--- config.mk ---
export PLATFORM = sky130hd
export DESIGN_NAME = ascii_integer_parser
export DESIGN_NICKNAME = d
export VERILOG_FILES = /design/src/sv/aip_pkg.sv /design/src/sv/ascii_integer_parser.sv
export SDC_FILE = /design/constraint.sdc
export NUM_CORES = 1
export LEC_CHECK = 0
export BUFFER_PORTS_ARGS = -buffer_cell sky130_fd_sc_hd__buf_2
export CORE_ASPECT_RATIO = 0.9
export CORE_MARGIN = 2
export CORE_UTILIZATION = 45
export CTS_CLUSTER_SIZE = 8
export DETAILED_ROUTE_END_ITERATION = 16
export GPL_ROUTABILITY_DRIVEN = 0
export GPL_TIMING_DRIVEN = 0
export PLACE_DENSITY = 0.71
export SYNTH_ARGS = -nofsm -noshare
export SYNTH_HDL_FRONTEND = slang
export SYNTH_SLANG_ARGS = --single-unit
--- constraint.sdc ---
create_clock -name clk -period 15.9 [get_ports clk]
set_clock_uncertainty 0.2 [all_clocks]
set_input_delay 0.795 -clock clk [delete_from_list [all_inputs] [get_ports clk]]
set_output_delay 0.795 -clock clk [all_outputs]
set_load 0.01 [all_outputs]
--- src/sv/aip_pkg.sv ---
// ----------------------------------------------------------------------------
// aip_pkg: shared types and constants for the ascii integer parser
// Transaction payload structs, parse phase codes, character constants and
// the digit decode function.
// ----------------------------------------------------------------------------
package aip_pkg;

  // input transaction: one character plus conversion options
  typedef struct packed {
    logic [7:0] char_in;
    logic       begin_req;
    logic [4:0] base_select;
    logic       allow_minus;
  } parser_in_t;

  // output transaction: one finished conversion
  typedef struct packed {
    logic [63:0] value;
    logic [7:0]  consumed_count;
  } parser_out_t;

  // parse phase codes
  typedef enum logic [2:0] {
    PH_IDLE   = 3'd0,
    PH_START  = 3'd1,
    PH_AUTO0  = 3'd2,
    PH_AUTOX  = 3'd3,
    PH_HEX0   = 3'd4,
    PH_DIGITS = 3'd5
  } phase_t;

  // character codes
  localparam logic [7:0] CH_ZERO    = 8'h30;
  localparam logic [7:0] CH_NINE    = 8'h39;
  localparam logic [7:0] CH_UPPER_A = 8'h41;
  localparam logic [7:0] CH_UPPER_F = 8'h46;
  localparam logic [7:0] CH_LOWER_A = 8'h61;
  localparam logic [7:0] CH_LOWER_F = 8'h66;
  localparam logic [7:0] CH_UPPER_X = 8'h58;
  localparam logic [7:0] CH_LOWER_X = 8'h78;
  localparam logic [7:0] CH_MINUS   = 8'h2d;

  // bases
  localparam logic [4:0] BASE_AUTO = 5'd0;
  localparam logic [4:0] BASE_OCT  = 5'd8;
  localparam logic [4:0] BASE_DEC  = 5'd10;
  localparam logic [4:0] BASE_HEX  = 5'd16;

  // digit value marking a character that is no digit at all
  localparam logic [4:0] NOT_DIGIT = 5'd16;

  // digit value of a character, NOT_DIGIT when it is no hex digit
  function automatic logic [4:0] digit_of(input logic [7:0] c);
    logic [7:0] d;
    begin
      d = 8'd0;
      if (c >= CH_ZERO && c <= CH_NINE) begin
        d = c - CH_ZERO;
      end else if (c >= CH_UPPER_A && c <= CH_UPPER_F) begin
        d = c - CH_UPPER_A + 8'd10;
      end else if (c >= CH_LOWER_A && c <= CH_LOWER_F) begin
        d = c - CH_LOWER_A + 8'd10;
      end else begin
        d = {3'b000, NOT_DIGIT};
      end
      digit_of = d[4:0];
    end
  endfunction

endpackage

--- src/sv/ascii_integer_parser.sv ---
// ----------------------------------------------------------------------------
// ascii_integer_parser: streaming integer parser with base detection
// Takes one character per input transaction and builds an integer in the
// manner of strtoul. A transaction with begin_req opens a conversion and
// supplies the base (0 auto-detects octal or hex from a 0 / 0x prefix) and
// whether a leading minus is allowed. The first non-digit closes the
// conversion and produces one output transaction with the value (two's
// complement when negated) and the consumed character count; that closing
// character is not consumed. One character is taken every cycle unless the
// skid entry is full: each character runs through a single 64x5 multiply-add
// and the phase logic in the cycle it is accepted, so throughput is one
// transaction per clock; a result is registered into the output register.
// A two-entry output buffer keeps input flowing while a result waits.
// ----------------------------------------------------------------------------
module ascii_integer_parser #(
  parameter int MAX_COUNT = 255
) (
  input  logic                clk,
  input  logic                rst,
  input  logic                in_valid,
  output logic                in_ready,
  input  aip_pkg::parser_in_t in_data,
  output logic                out_valid,
  input  logic                out_ready,
  output aip_pkg::parser_out_t out_data
);

  localparam int CW = $clog2(MAX_COUNT + 1);
  localparam int XW = (CW > 8) ? CW : 8;
  localparam logic [CW-1:0] CNT_MAX = CW'(MAX_COUNT);

  // parse state
  aip_pkg::phase_t phase, phase_next;
  logic [63:0]     acc, acc_next;
  logic [4:0]      base, base_next;
  logic            neg, neg_next;
  logic [CW-1:0]   cnt, cnt_next;

  // output buffer
  aip_pkg::parser_out_t skid_data;
  logic                 skid_valid;

  // step working values
  aip_pkg::phase_t      ph_s;
  logic [63:0]          acc_s;
  logic [4:0]           base_s;
  logic                 neg_s;
  logic [CW-1:0]        cnt_s;
  logic [CW-1:0]        cnt_a;
  logic [XW-1:0]        cnt_x;
  logic [4:0]           step_base;
  logic [4:0]           dig;
  logic                 is_x;
  logic                 cnt_inc;
  logic                 do_digit;
  logic                 do_finish;
  logic                 digit_ok;
  logic [63:0]          prod;
  logic                 res_valid;
  aip_pkg::parser_out_t res_data;

  logic in_fire;
  logic out_fire;

  assign in_ready = !skid_valid;
  assign in_fire  = in_valid && in_ready;
  assign out_fire = out_valid && out_ready;

  // character classification
  assign dig  = aip_pkg::digit_of(in_data.char_in);
  assign is_x = (in_data.char_in == aip_pkg::CH_UPPER_X) ||
                (in_data.char_in == aip_pkg::CH_LOWER_X);

  // one parse step: phase decisions, multiply-add, result
  always_comb begin
    if (in_data.begin_req) begin
      ph_s   = aip_pkg::PH_START;
      acc_s  = 64'd0;
      base_s = in_data.base_select;
      neg_s  = 1'b0;
      cnt_s  = '0;
    end else begin
      ph_s   = phase;
      acc_s  = acc;
      base_s = base;
      neg_s  = neg;
      cnt_s  = cnt;
    end

    phase_next = ph_s;
    base_next  = base_s;
    neg_next   = neg_s;
    acc_next   = acc_s;
    step_base  = base_s;
    cnt_inc    = 1'b0;
    do_digit   = 1'b0;
    do_finish  = 1'b0;

    if (in_data.begin_req && in_data.allow_minus &&
        in_data.char_in == aip_pkg::CH_MINUS) begin
      neg_next = 1'b1;
      cnt_inc  = 1'b1;
    end else begin
      case (ph_s)
        aip_pkg::PH_START: begin
          if (base_s == aip_pkg::BASE_AUTO) begin
            if (in_data.char_in == aip_pkg::CH_ZERO) begin
              base_next  = aip_pkg::BASE_OCT;
              cnt_inc    = 1'b1;
              phase_next = aip_pkg::PH_AUTO0;
            end else begin
              base_next = aip_pkg::BASE_DEC;
              step_base = aip_pkg::BASE_DEC;
              do_digit  = 1'b1;
            end
          end else if (base_s == aip_pkg::BASE_HEX &&
                       in_data.char_in == aip_pkg::CH_ZERO) begin
            cnt_inc    = 1'b1;
            phase_next = aip_pkg::PH_HEX0;
          end else begin
            do_digit = 1'b1;
          end
        end
        aip_pkg::PH_AUTO0: begin
          if (is_x) begin
            phase_next = aip_pkg::PH_AUTOX;
          end else begin
            do_digit = 1'b1;
          end
        end
        aip_pkg::PH_AUTOX: begin
          // x is taken only when a hex digit follows it
          if (dig < aip_pkg::NOT_DIGIT) begin
            base_next = aip_pkg::BASE_HEX;
            step_base = aip_pkg::BASE_HEX;
            cnt_inc   = 1'b1;
            do_digit  = 1'b1;
          end else begin
            do_finish = 1'b1;
          end
        end
        aip_pkg::PH_HEX0: begin
          if (is_x) begin
            cnt_inc    = 1'b1;
            phase_next = aip_pkg::PH_DIGITS;
          end else begin
            do_digit = 1'b1;
          end
        end
        aip_pkg::PH_DIGITS: begin
          do_digit = 1'b1;
        end
        default: begin
          phase_next = aip_pkg::PH_IDLE;
        end
      endcase
    end

    // saturating count for a prefix character
    cnt_a = (cnt_inc && cnt_s < CNT_MAX) ? cnt_s + CW'(1) : cnt_s;
    cnt_next = cnt_a;

    // digit accumulate modulo 2^64
    prod     = acc_s * 64'(step_base);
    digit_ok = dig < step_base;
    if (do_digit) begin
      phase_next = aip_pkg::PH_DIGITS;
      if (digit_ok) begin
        acc_next = prod + 64'(dig);
        cnt_next = (cnt_a < CNT_MAX) ? cnt_a + CW'(1) : cnt_a;
      end else begin
        do_finish = 1'b1;
      end
    end

    // close conversion
    res_valid = do_finish;
    if (do_finish) begin
      phase_next = aip_pkg::PH_IDLE;
    end
    cnt_x                   = XW'(cnt_a);
    res_data.value          = neg_s ? (64'd0 - acc_s) : acc_s;
    res_data.consumed_count = (cnt_x > XW'(255)) ? 8'hff : cnt_x[7:0];
  end

  // parse state registers
  always_ff @(posedge clk) begin
    if (rst) begin
      phase <= aip_pkg::PH_IDLE;
      acc   <= 64'd0;
      base  <= aip_pkg::BASE_DEC;
      neg   <= 1'b0;
      cnt   <= '0;
    end else if (in_fire) begin
      phase <= phase_next;
      acc   <= acc_next;
      base  <= base_next;
      neg   <= neg_next;
      cnt   <= cnt_next;
    end
  end

  // output register with skid entry behind it
  always_ff @(posedge clk) begin
    if (rst) begin
      out_valid  <= 1'b0;
      skid_valid <= 1'b0;
    end else if (skid_valid) begin
      if (out_fire) begin
        out_data   <= skid_data;
        skid_valid <= 1'b0;
      end
    end else if (in_fire && res_valid) begin
      if (!out_valid || out_ready) begin
        out_data  <= res_data;
        out_valid <= 1'b1;
      end else begin
        skid_data  <= res_data;
        skid_valid <= 1'b1;
      end
    end else if (out_fire) begin
      out_valid <= 1'b0;
    end
  end

  // checks
  a_skid_behind_out: assert property (@(posedge clk) disable iff (rst)
    skid_valid |-> out_valid)
    else $error("skid entry holds a result while output register is empty");

  a_idle_no_result: assert property (@(posedge clk) disable iff (rst)
    (in_fire && !in_data.begin_req && phase == aip_pkg::PH_IDLE) |-> !res_valid)
    else $error("result produced with no open conversion");

  a_result_closes: assert property (@(posedge clk) disable iff (rst)
    (in_fire && res_valid) |=> (phase == aip_pkg::PH_IDLE))
    else $error("conversion still open after its result");

  a_count_limit: assert property (@(posedge clk) disable iff (rst)
    cnt <= CNT_MAX)
    else $error("character count beyond its limit");

  a_autox_octal: assert property (@(posedge clk) disable iff (rst)
    (phase == aip_pkg::PH_AUTOX) |-> (base == aip_pkg::BASE_OCT && acc == 64'd0))
    else $error("x prefix pending without a lone octal zero");

endmodule
# Yosys cells after proc, flatten, opt, wreduce, memory -nomap -nowiden
# Index checks and enable logic that the tools add are counted.
dict set report word_totals {
  reg_bits 227
  in_bits 19
  out_inout_bits 74
  elab_cells 134
}
dict set report classes {
  addsub 9
  mul 1
  n_lt_le_gt_ge 11
  eq_ne 12
  mux 64
  bitwise 3
  reduce_logical 23
}
# op n
set ops {}
lappend ops {{72-bit 2-to-1 mux} 4}
lappend ops {{64-bit 2-to-1 mux} 4}
lappend ops {{64-bit by 5-bit adder with 64-bit output} 1}
lappend ops {{64-bit by 5-bit multiplier with 64-bit output} 1}
lappend ops {{1-bit by 64-bit subtractor with 64-bit output (first input constant)} 1}
lappend ops {{5-bit 2-to-1 mux} 10}
lappend ops {{8-bit 2-to-1 mux} 6}
lappend ops {{3-bit 2-to-1 mux} 9}
lappend ops {{1-bit 2-to-1 mux} 25}
lappend ops {{5-bit one-hot mux with 2 select lines} 2}
lappend ops {{8-bit by 1-bit adder with 8-bit output (second input constant)} 2}
lappend ops {{8-bit by 6-bit equality test with 1-bit output (second input constant)} 2}
lappend ops {{8-bit by 7-bit equality test with 1-bit output (second input constant)} 2}
lappend ops {{8-bit by 7-bit >= comparator with 1-bit output (second input constant)} 2}
lappend ops {{8-bit by 7-bit <= comparator with 1-bit output (second input constant)} 2}
lappend ops {{8-bit less-than comparator (second input constant)} 2}
lappend ops {{3-bit one-hot mux with 4 select lines} 1}
lappend ops {{5-bit by 4-bit adder with 5-bit output (second input constant)} 2}
lappend ops {{1-bit logical AND} 10}
lappend ops {{5-bit by 1-bit subtractor with 5-bit output (second input constant)} 2}
lappend ops {{8-bit by 6-bit >= comparator with 1-bit output (second input constant)} 1}
lappend ops {{8-bit greater-than comparator (second input constant)} 1}
lappend ops {{8-bit by 6-bit <= comparator with 1-bit output (second input constant)} 1}
lappend ops {{4-bit AND reduction} 2}
lappend ops {{18 further kinds} 28}

# Logic depth before layout (Yosys ltp)
dict set report logic_depth {
  depth_word 16
  depth_mapped 29
  ltp_nobuf 26
}

# Worst setup path before layout
# No wires, ideal clock.
dict set report synth_timing {
  kind {in2reg}
  from {input port in_data[10] (netlist bit)}
  to {register skid_data[0] (netlist bit) (enable)}
  setup_time_ns 0.591
  arrival_ns 8.765
  t_required_ns 15.109
  path_slack_ns 6.344
  path_stages 18
  n_path_buf 3
  cell_sequence {clkbuf_1 > nor4b_1 > o211a_1 > o22ai_1 > nand2_1 > inv_1 > o21ai_0 > o21a_1 > clkbuf_1 > clkbuf_1 > ha_1 > o211a_1 > nor2_1 > nor3_1 > o21ai_0 > a21oi_1 > o21ai_0 > nor3_1}
}
dict set report synth_between {
  elab_chain_cells 14
  word_cells_on_any_way 45
  cone_classes {add/sub: 5; order compare: 8; eq/ne: 4; mux: 20; reduce/logical: 8}
}
# item line_no
set synth_lines {}
lappend synth_lines {{start: declaration} ascii_integer_parser.sv:22} ;# input aip_pkg::parser_in_t in_data,
lappend synth_lines {{5-bit by 1-bit subtractor with 5-bit output, or another cell as far along} {aip_pkg.sv:60, aip_pkg.sv:62}}
lappend synth_lines {{5-bit by 4-bit adder with 5-bit output / 1-bit logical AND (equally long branches)} {aip_pkg.sv:60, aip_pkg.sv:62, aip_pkg.sv:61}}
lappend synth_lines {{5-bit 2-to-1 mux} aip_pkg.sv:61} ;# end else if (c >= CH_LOWER_A && c <= CH_LOWER_F) begin
lappend synth_lines {{5-bit 2-to-1 mux} aip_pkg.sv:59} ;# end else if (c >= CH_UPPER_A && c <= CH_UPPER_F) begin
lappend synth_lines {{5-bit 2-to-1 mux} aip_pkg.sv:57} ;# if (c >= CH_ZERO && c <= CH_NINE) begin
lappend synth_lines {{5-bit less-than comparator} ascii_integer_parser.sv:133} ;# if (dig < aip_pkg::NOT_DIGIT) begin
lappend synth_lines {{5-bit 2-to-1 mux} ascii_integer_parser.sv:133}
lappend synth_lines {{5-bit one-hot mux with 2 select lines} ascii_integer_parser.sv:104} ;# case (ph_s)
lappend synth_lines {{5-bit 2-to-1 mux} ascii_integer_parser.sv:99} ;# if (in_data.begin_req && in_data.allow_minus &&
lappend synth_lines {{5-bit less-than comparator} ascii_integer_parser.sv:165} ;# digit_ok = dig < step_base;
lappend synth_lines {{1-bit 2-to-1 mux} ascii_integer_parser.sv:168} ;# if (digit_ok) begin
lappend synth_lines {{1-bit 2-to-1 mux *} ascii_integer_parser.sv:166} ;# if (do_digit) begin
lappend synth_lines {{1-bit logical AND *} ascii_integer_parser.sv:213} ;# end else if (in_fire && res_valid) begin
lappend synth_lines {{4-bit AND reduction (no source line) *} -}
lappend synth_lines {{end signal: assignment} ascii_integer_parser.sv:218} ;# skid_data <= res_data;
lappend synth_lines {{end: declaration} ascii_integer_parser.sv:40} ;# aip_pkg::parser_out_t skid_data;
# Mark *: on every way between the ends. The rest lies on a longest branch, timed or not.
# A chain may end at the register's enable or synchronous reset.

# Worst setup path after layout
dict set report layout_timing {
  from {input port in_data[6] (netlist bit)}
  to {register acc[54]}
}
dict set report layout_between {
  elab_chain_cells 9
  word_cells_on_any_way 28
  cone_classes {add/sub: 1; mul: 1; order compare: 1; eq/ne: 6; mux: 14; reduce/logical: 5}
}
# item line_no
set layout_lines {}
lappend layout_lines {{5-bit 2-to-1 mux} ascii_integer_parser.sv:76} ;# if (in_data.begin_req) begin
lappend layout_lines {{5-bit zero test / 5-bit 2-to-1 mux (equally long branches)} {ascii_integer_parser.sv:106, ascii_integer_parser.sv:107}}
lappend layout_lines {{5-bit 2-to-1 mux} ascii_integer_parser.sv:106} ;# if (base_s == aip_pkg::BASE_AUTO) begin
lappend layout_lines {{5-bit one-hot mux with 2 select lines} ascii_integer_parser.sv:104}
lappend layout_lines {{5-bit 2-to-1 mux} ascii_integer_parser.sv:99}
lappend layout_lines {{64-bit by 5-bit multiplier with 64-bit output} ascii_integer_parser.sv:164} ;# prod = acc_s * 64'(step_base);
lappend layout_lines {{64-bit by 5-bit adder with 64-bit output} ascii_integer_parser.sv:169} ;# acc_next = prod + 64'(dig);
lappend layout_lines {{64-bit 2-to-1 mux} ascii_integer_parser.sv:168}
lappend layout_lines {{64-bit 2-to-1 mux *} ascii_integer_parser.sv:166}
lappend layout_lines {{end signal: assignment} ascii_integer_parser.sv:196} ;# acc <= acc_next;
lappend layout_lines {{end: declaration} ascii_integer_parser.sv:34} ;# logic [63:0] acc, acc_next;
# Marks and branches as above.

==> results_dict.tcl <==
set metrics [dict create \
    power.leakage_nw 10.87 \
    first_iter_violations 2269 \
    crit_fanout 10 \
    design_area_mm2 0.02456 \
    yosys.area.top_type "edfxtp_1" \
    cts_setup_buffers 0 \
    antenna_left 0 \
    grt_setup_unrepaired "no" \
    clkLatencyLatePin_ps 530 \
    crit_type "primary input to register" \
    cts.sinks 227 \
    finalPower_w 0.001458 \
    cts.repair.resized 0 \
    power.share.clock_pct 46.5 \
    mappedNetlistArea_mm2 0.02221 \
    dp_hpwl_um 52510 \
    drive_gt1_share_pct 6.765 \
    cp.arrival_ps 10820 \
    totalWireLength_um 66310 \
    start_util_pct 45.38 \
    clk_pin_slew_worst_paths_ps 50 \
    die_w_um 238.2 \
    p_switching_w 0.0003763 \
    p_seq_share_pct 43.6 \
    finalSetupViolCount 0 \
    portBuffers 90 \
    holdBufCountCts 0 \
    ys_dominant_reg_cell "edfxtp_1" \
    grt_max_degree 33 \
    htreeDepth 2 \
    synth-edff-count 144 \
    drcViolationCount 0 \
    grt.total_usage_pct 25.62 \
    dieHeight_um 214.8 \
    grt_pass1_vias 19590 \
    fin_crit_sh_pct 66.59 \
    cts_root_buffer "clkbuf_16" \
    drt-pass1-iter-count 8 \
    wire_per_inst_um 19.44 \
    ys_seq_area_share_pct 26.95 \
    ir_worst_vdd_mv 0.05981 \
    dieArea_mm2 0.05115 \
    synth_fp_nets 2966 \
    finalCriticalPeriod_ps 10590 \
    slew_violations 0 \
    synth_cell_types 83 \
    hold_path.class "register to register" \
    ys_seq_elements 227 \
    fp-row-count 77 \
    synth.top_cell.area_share_pct 19.47 \
    setup_tns_ps 0 \
    startpoint_type "primary input" \
    async_flop_share_pct 0 \
    dpl_cell_area_mm2 0.02358 \
    grt_antenna_before_repair 1 \
    cts_made_buffers 34 \
    viasPerCell 5.903 \
    p_int_w 0.001082 \
    grt-ovfl-total 0 \
    io-pin-count 93 \
    hold_viol_final 0 \
    synth_warnings 0 \
    slew_headroom_pct 21.37 \
    cp-end-kind "register" \
    grt_first_pass_wirelength_um 104800 \
    switching_share_pct 25.80 \
    fmax_mhz 94.45 \
    num_antenna_cells 0 \
    worstMarginPinSlew_ps 1170 \
    synthTopCellsByArea "edfxtp_1, fa_1, ha_1, dfxtp_1, nor2_1" \
    core_area_mm2 0.04894 \
    cts.path.max_buffers 3 \
    required_ps 16130 \
    cts_tree "done" \
    vias 20140 \
    power_density_mw_per_mm2 59.37 \
    maxCapViolations 0 \
    comb_power_share_pct 10.0 \
    synthCells 2630 \
    finish.net_count 3100 \
    status "finished clean" \
    syn2layout_area_growth_pct 10.61 \
    avgSynthCellArea_um2 8.444 \
]
layout make-up:
type	count	area, um2
clock buffers	48	924.6
multi-input cells	1957	14550
fillers	4552	24380
inverters	307	1152
repair buffers	98	561.8
clock inverters	3	62.56
flip-flops and latches	227	5986
well taps	632	790.8
plain buffers	139	536.8
final timing paths:
| kind | start | slack, ps | cells past startpoint | end |
|---|---|---|---|---|
| worst max-delay path | in_data[6] | 5310 | 25 | acc[54]$_SDFFE_PP0P_ |
| worst min-delay path | base[0]$_SDFFE_PP0P_ | 270 | 2 | base[0]$_SDFFE_PP0P_ |
| worst max register to register | phase[2]$_SDFFE_PP0P_ | 6950 | 22 | acc[54]$_SDFFE_PP0P_ |
| worst min register to register | base[0]$_SDFFE_PP0P_ | 270 | 2 | base[0]$_SDFFE_PP0P_ |
kinds of logic (layout without fill, tap and decap cells):
logic type                 count (synthesis)  in the layout  share of synthesized area [%]
buffers and inverters                    446            595                          7.606
AOI/OAI and AO/OA                        531            531                          15.70
and+or+nand+nor                          972            972                          20.05
muxes                                     22             22                          1.076
xor gates and xnor gates                 115            115                          4.597
adders and majority gates                317            317                          24.01
DFF                                      227            227                          26.95
metrics by stage:
| step | std cells | utilization, % | setup WS (ps) | hold slack, ps |
|---|---|---|---|---|
| floorplan | 2630 | - | 6344 | 249.3 |
| global placement | 3352 | 47.91 | 3019 | 263.2 |
| detailed placement | 3360 | 48.17 | 5130 | 264.7 |
| CTS | 3411 | 50.19 | 5635 | 272.8 |
| global route | 3411 | 50.19 | 4856 | 292.8 |
| finish | 3411 | 50.19 | 5312 | 272.0 |
worst max-delay path, cell delays in order:
cell,delay (ps)
buf_2,190
buf_1,470
clkbuf_1,600
clkbuf_1,600
clkbuf_1,620
clkbuf_1,610
clkbuf_1,590
clkbuf_1,440
nand2b_1,350
nor2_1,80
ha_1,330
xnor2_1,200
fa_1,470
fa_1,540
inv_1,40
ha_1,350
a211oi_1,250
o21ai_0,380
a2111oi_0,760
a2111oi_0,160
nor3_1,930
o21ai_0,320
xor2_1,340
nand2_1,110
a221oi_1,260
flip-flops by register name, indices dropped and copies added (netlist names):
register	count
out_valid	1
acc	64
neg	1
skid_data	72
cnt	8
base	5
phase	3
skid_valid	1
out_data	72
layer usage:
| metal | part of all wire (%) | track usage (%) | vias to the layer above |
|---|---|---|---|
| met4 | 3.9 | 9.917 | 0 |
| met5 | 0 | 0 | - |
| li1 | - | - | 9172 |
| met3 | 10 | 4.894 | 187 |
| met2 | 44 | 40.63 | 1095 |
| met1 | 41 | 34.67 | 9682 |
placed cells by master (no fill, tap or decap), types with 17 or more instances in the layout:
master,count
a21oi_1,142
nand2b_1,80
dfxtp_1,83
a21o_1,55
clkbuf_1,134
nor2b_1,21
nand3_1,89
nor2_1,413
o31ai_1,88
xnor2_1,43
nor3_1,30
o21ai_0,86
buf_2,96
edfxtp_1,144
fa_1,182
nor4_1,17
a31oi_1,18
o211ai_1,25
xor2_1,71
clkbuf_16,35
nand4_1,20
inv_1,306
nand2_1,211
ha_1,135
or3_1,24
cell usage after synthesis (71+ instances only):
cell type,count
a21oi_1,143
clkbuf_1,121
dfxtp_1,83
edfxtp_1,144
fa_1,182
ha_1,135
inv_1,306
nand2_1,211
nand2b_1,80
nand3_1,89
nor2_1,413
o21ai_0,86
o31ai_1,88
xor2_1,71
power by group through the flow:
stage / combinational (W) / sequential (W) / clock, W
after floorplan: 0.0000792 / 0.000650 / 0
after global placement: 0.000136 / 0.000648 / 0
after detailed placement: 0.000140 / 0.000646 / 0
after CTS: 0.000141 / 0.000635 / 0.000680
after global routing: 0.000153 / 0.000635 / 0.000702
final: 0.000145 / 0.000635 / 0.000678
Note: power is estimated with default switching activity, not from simulation.
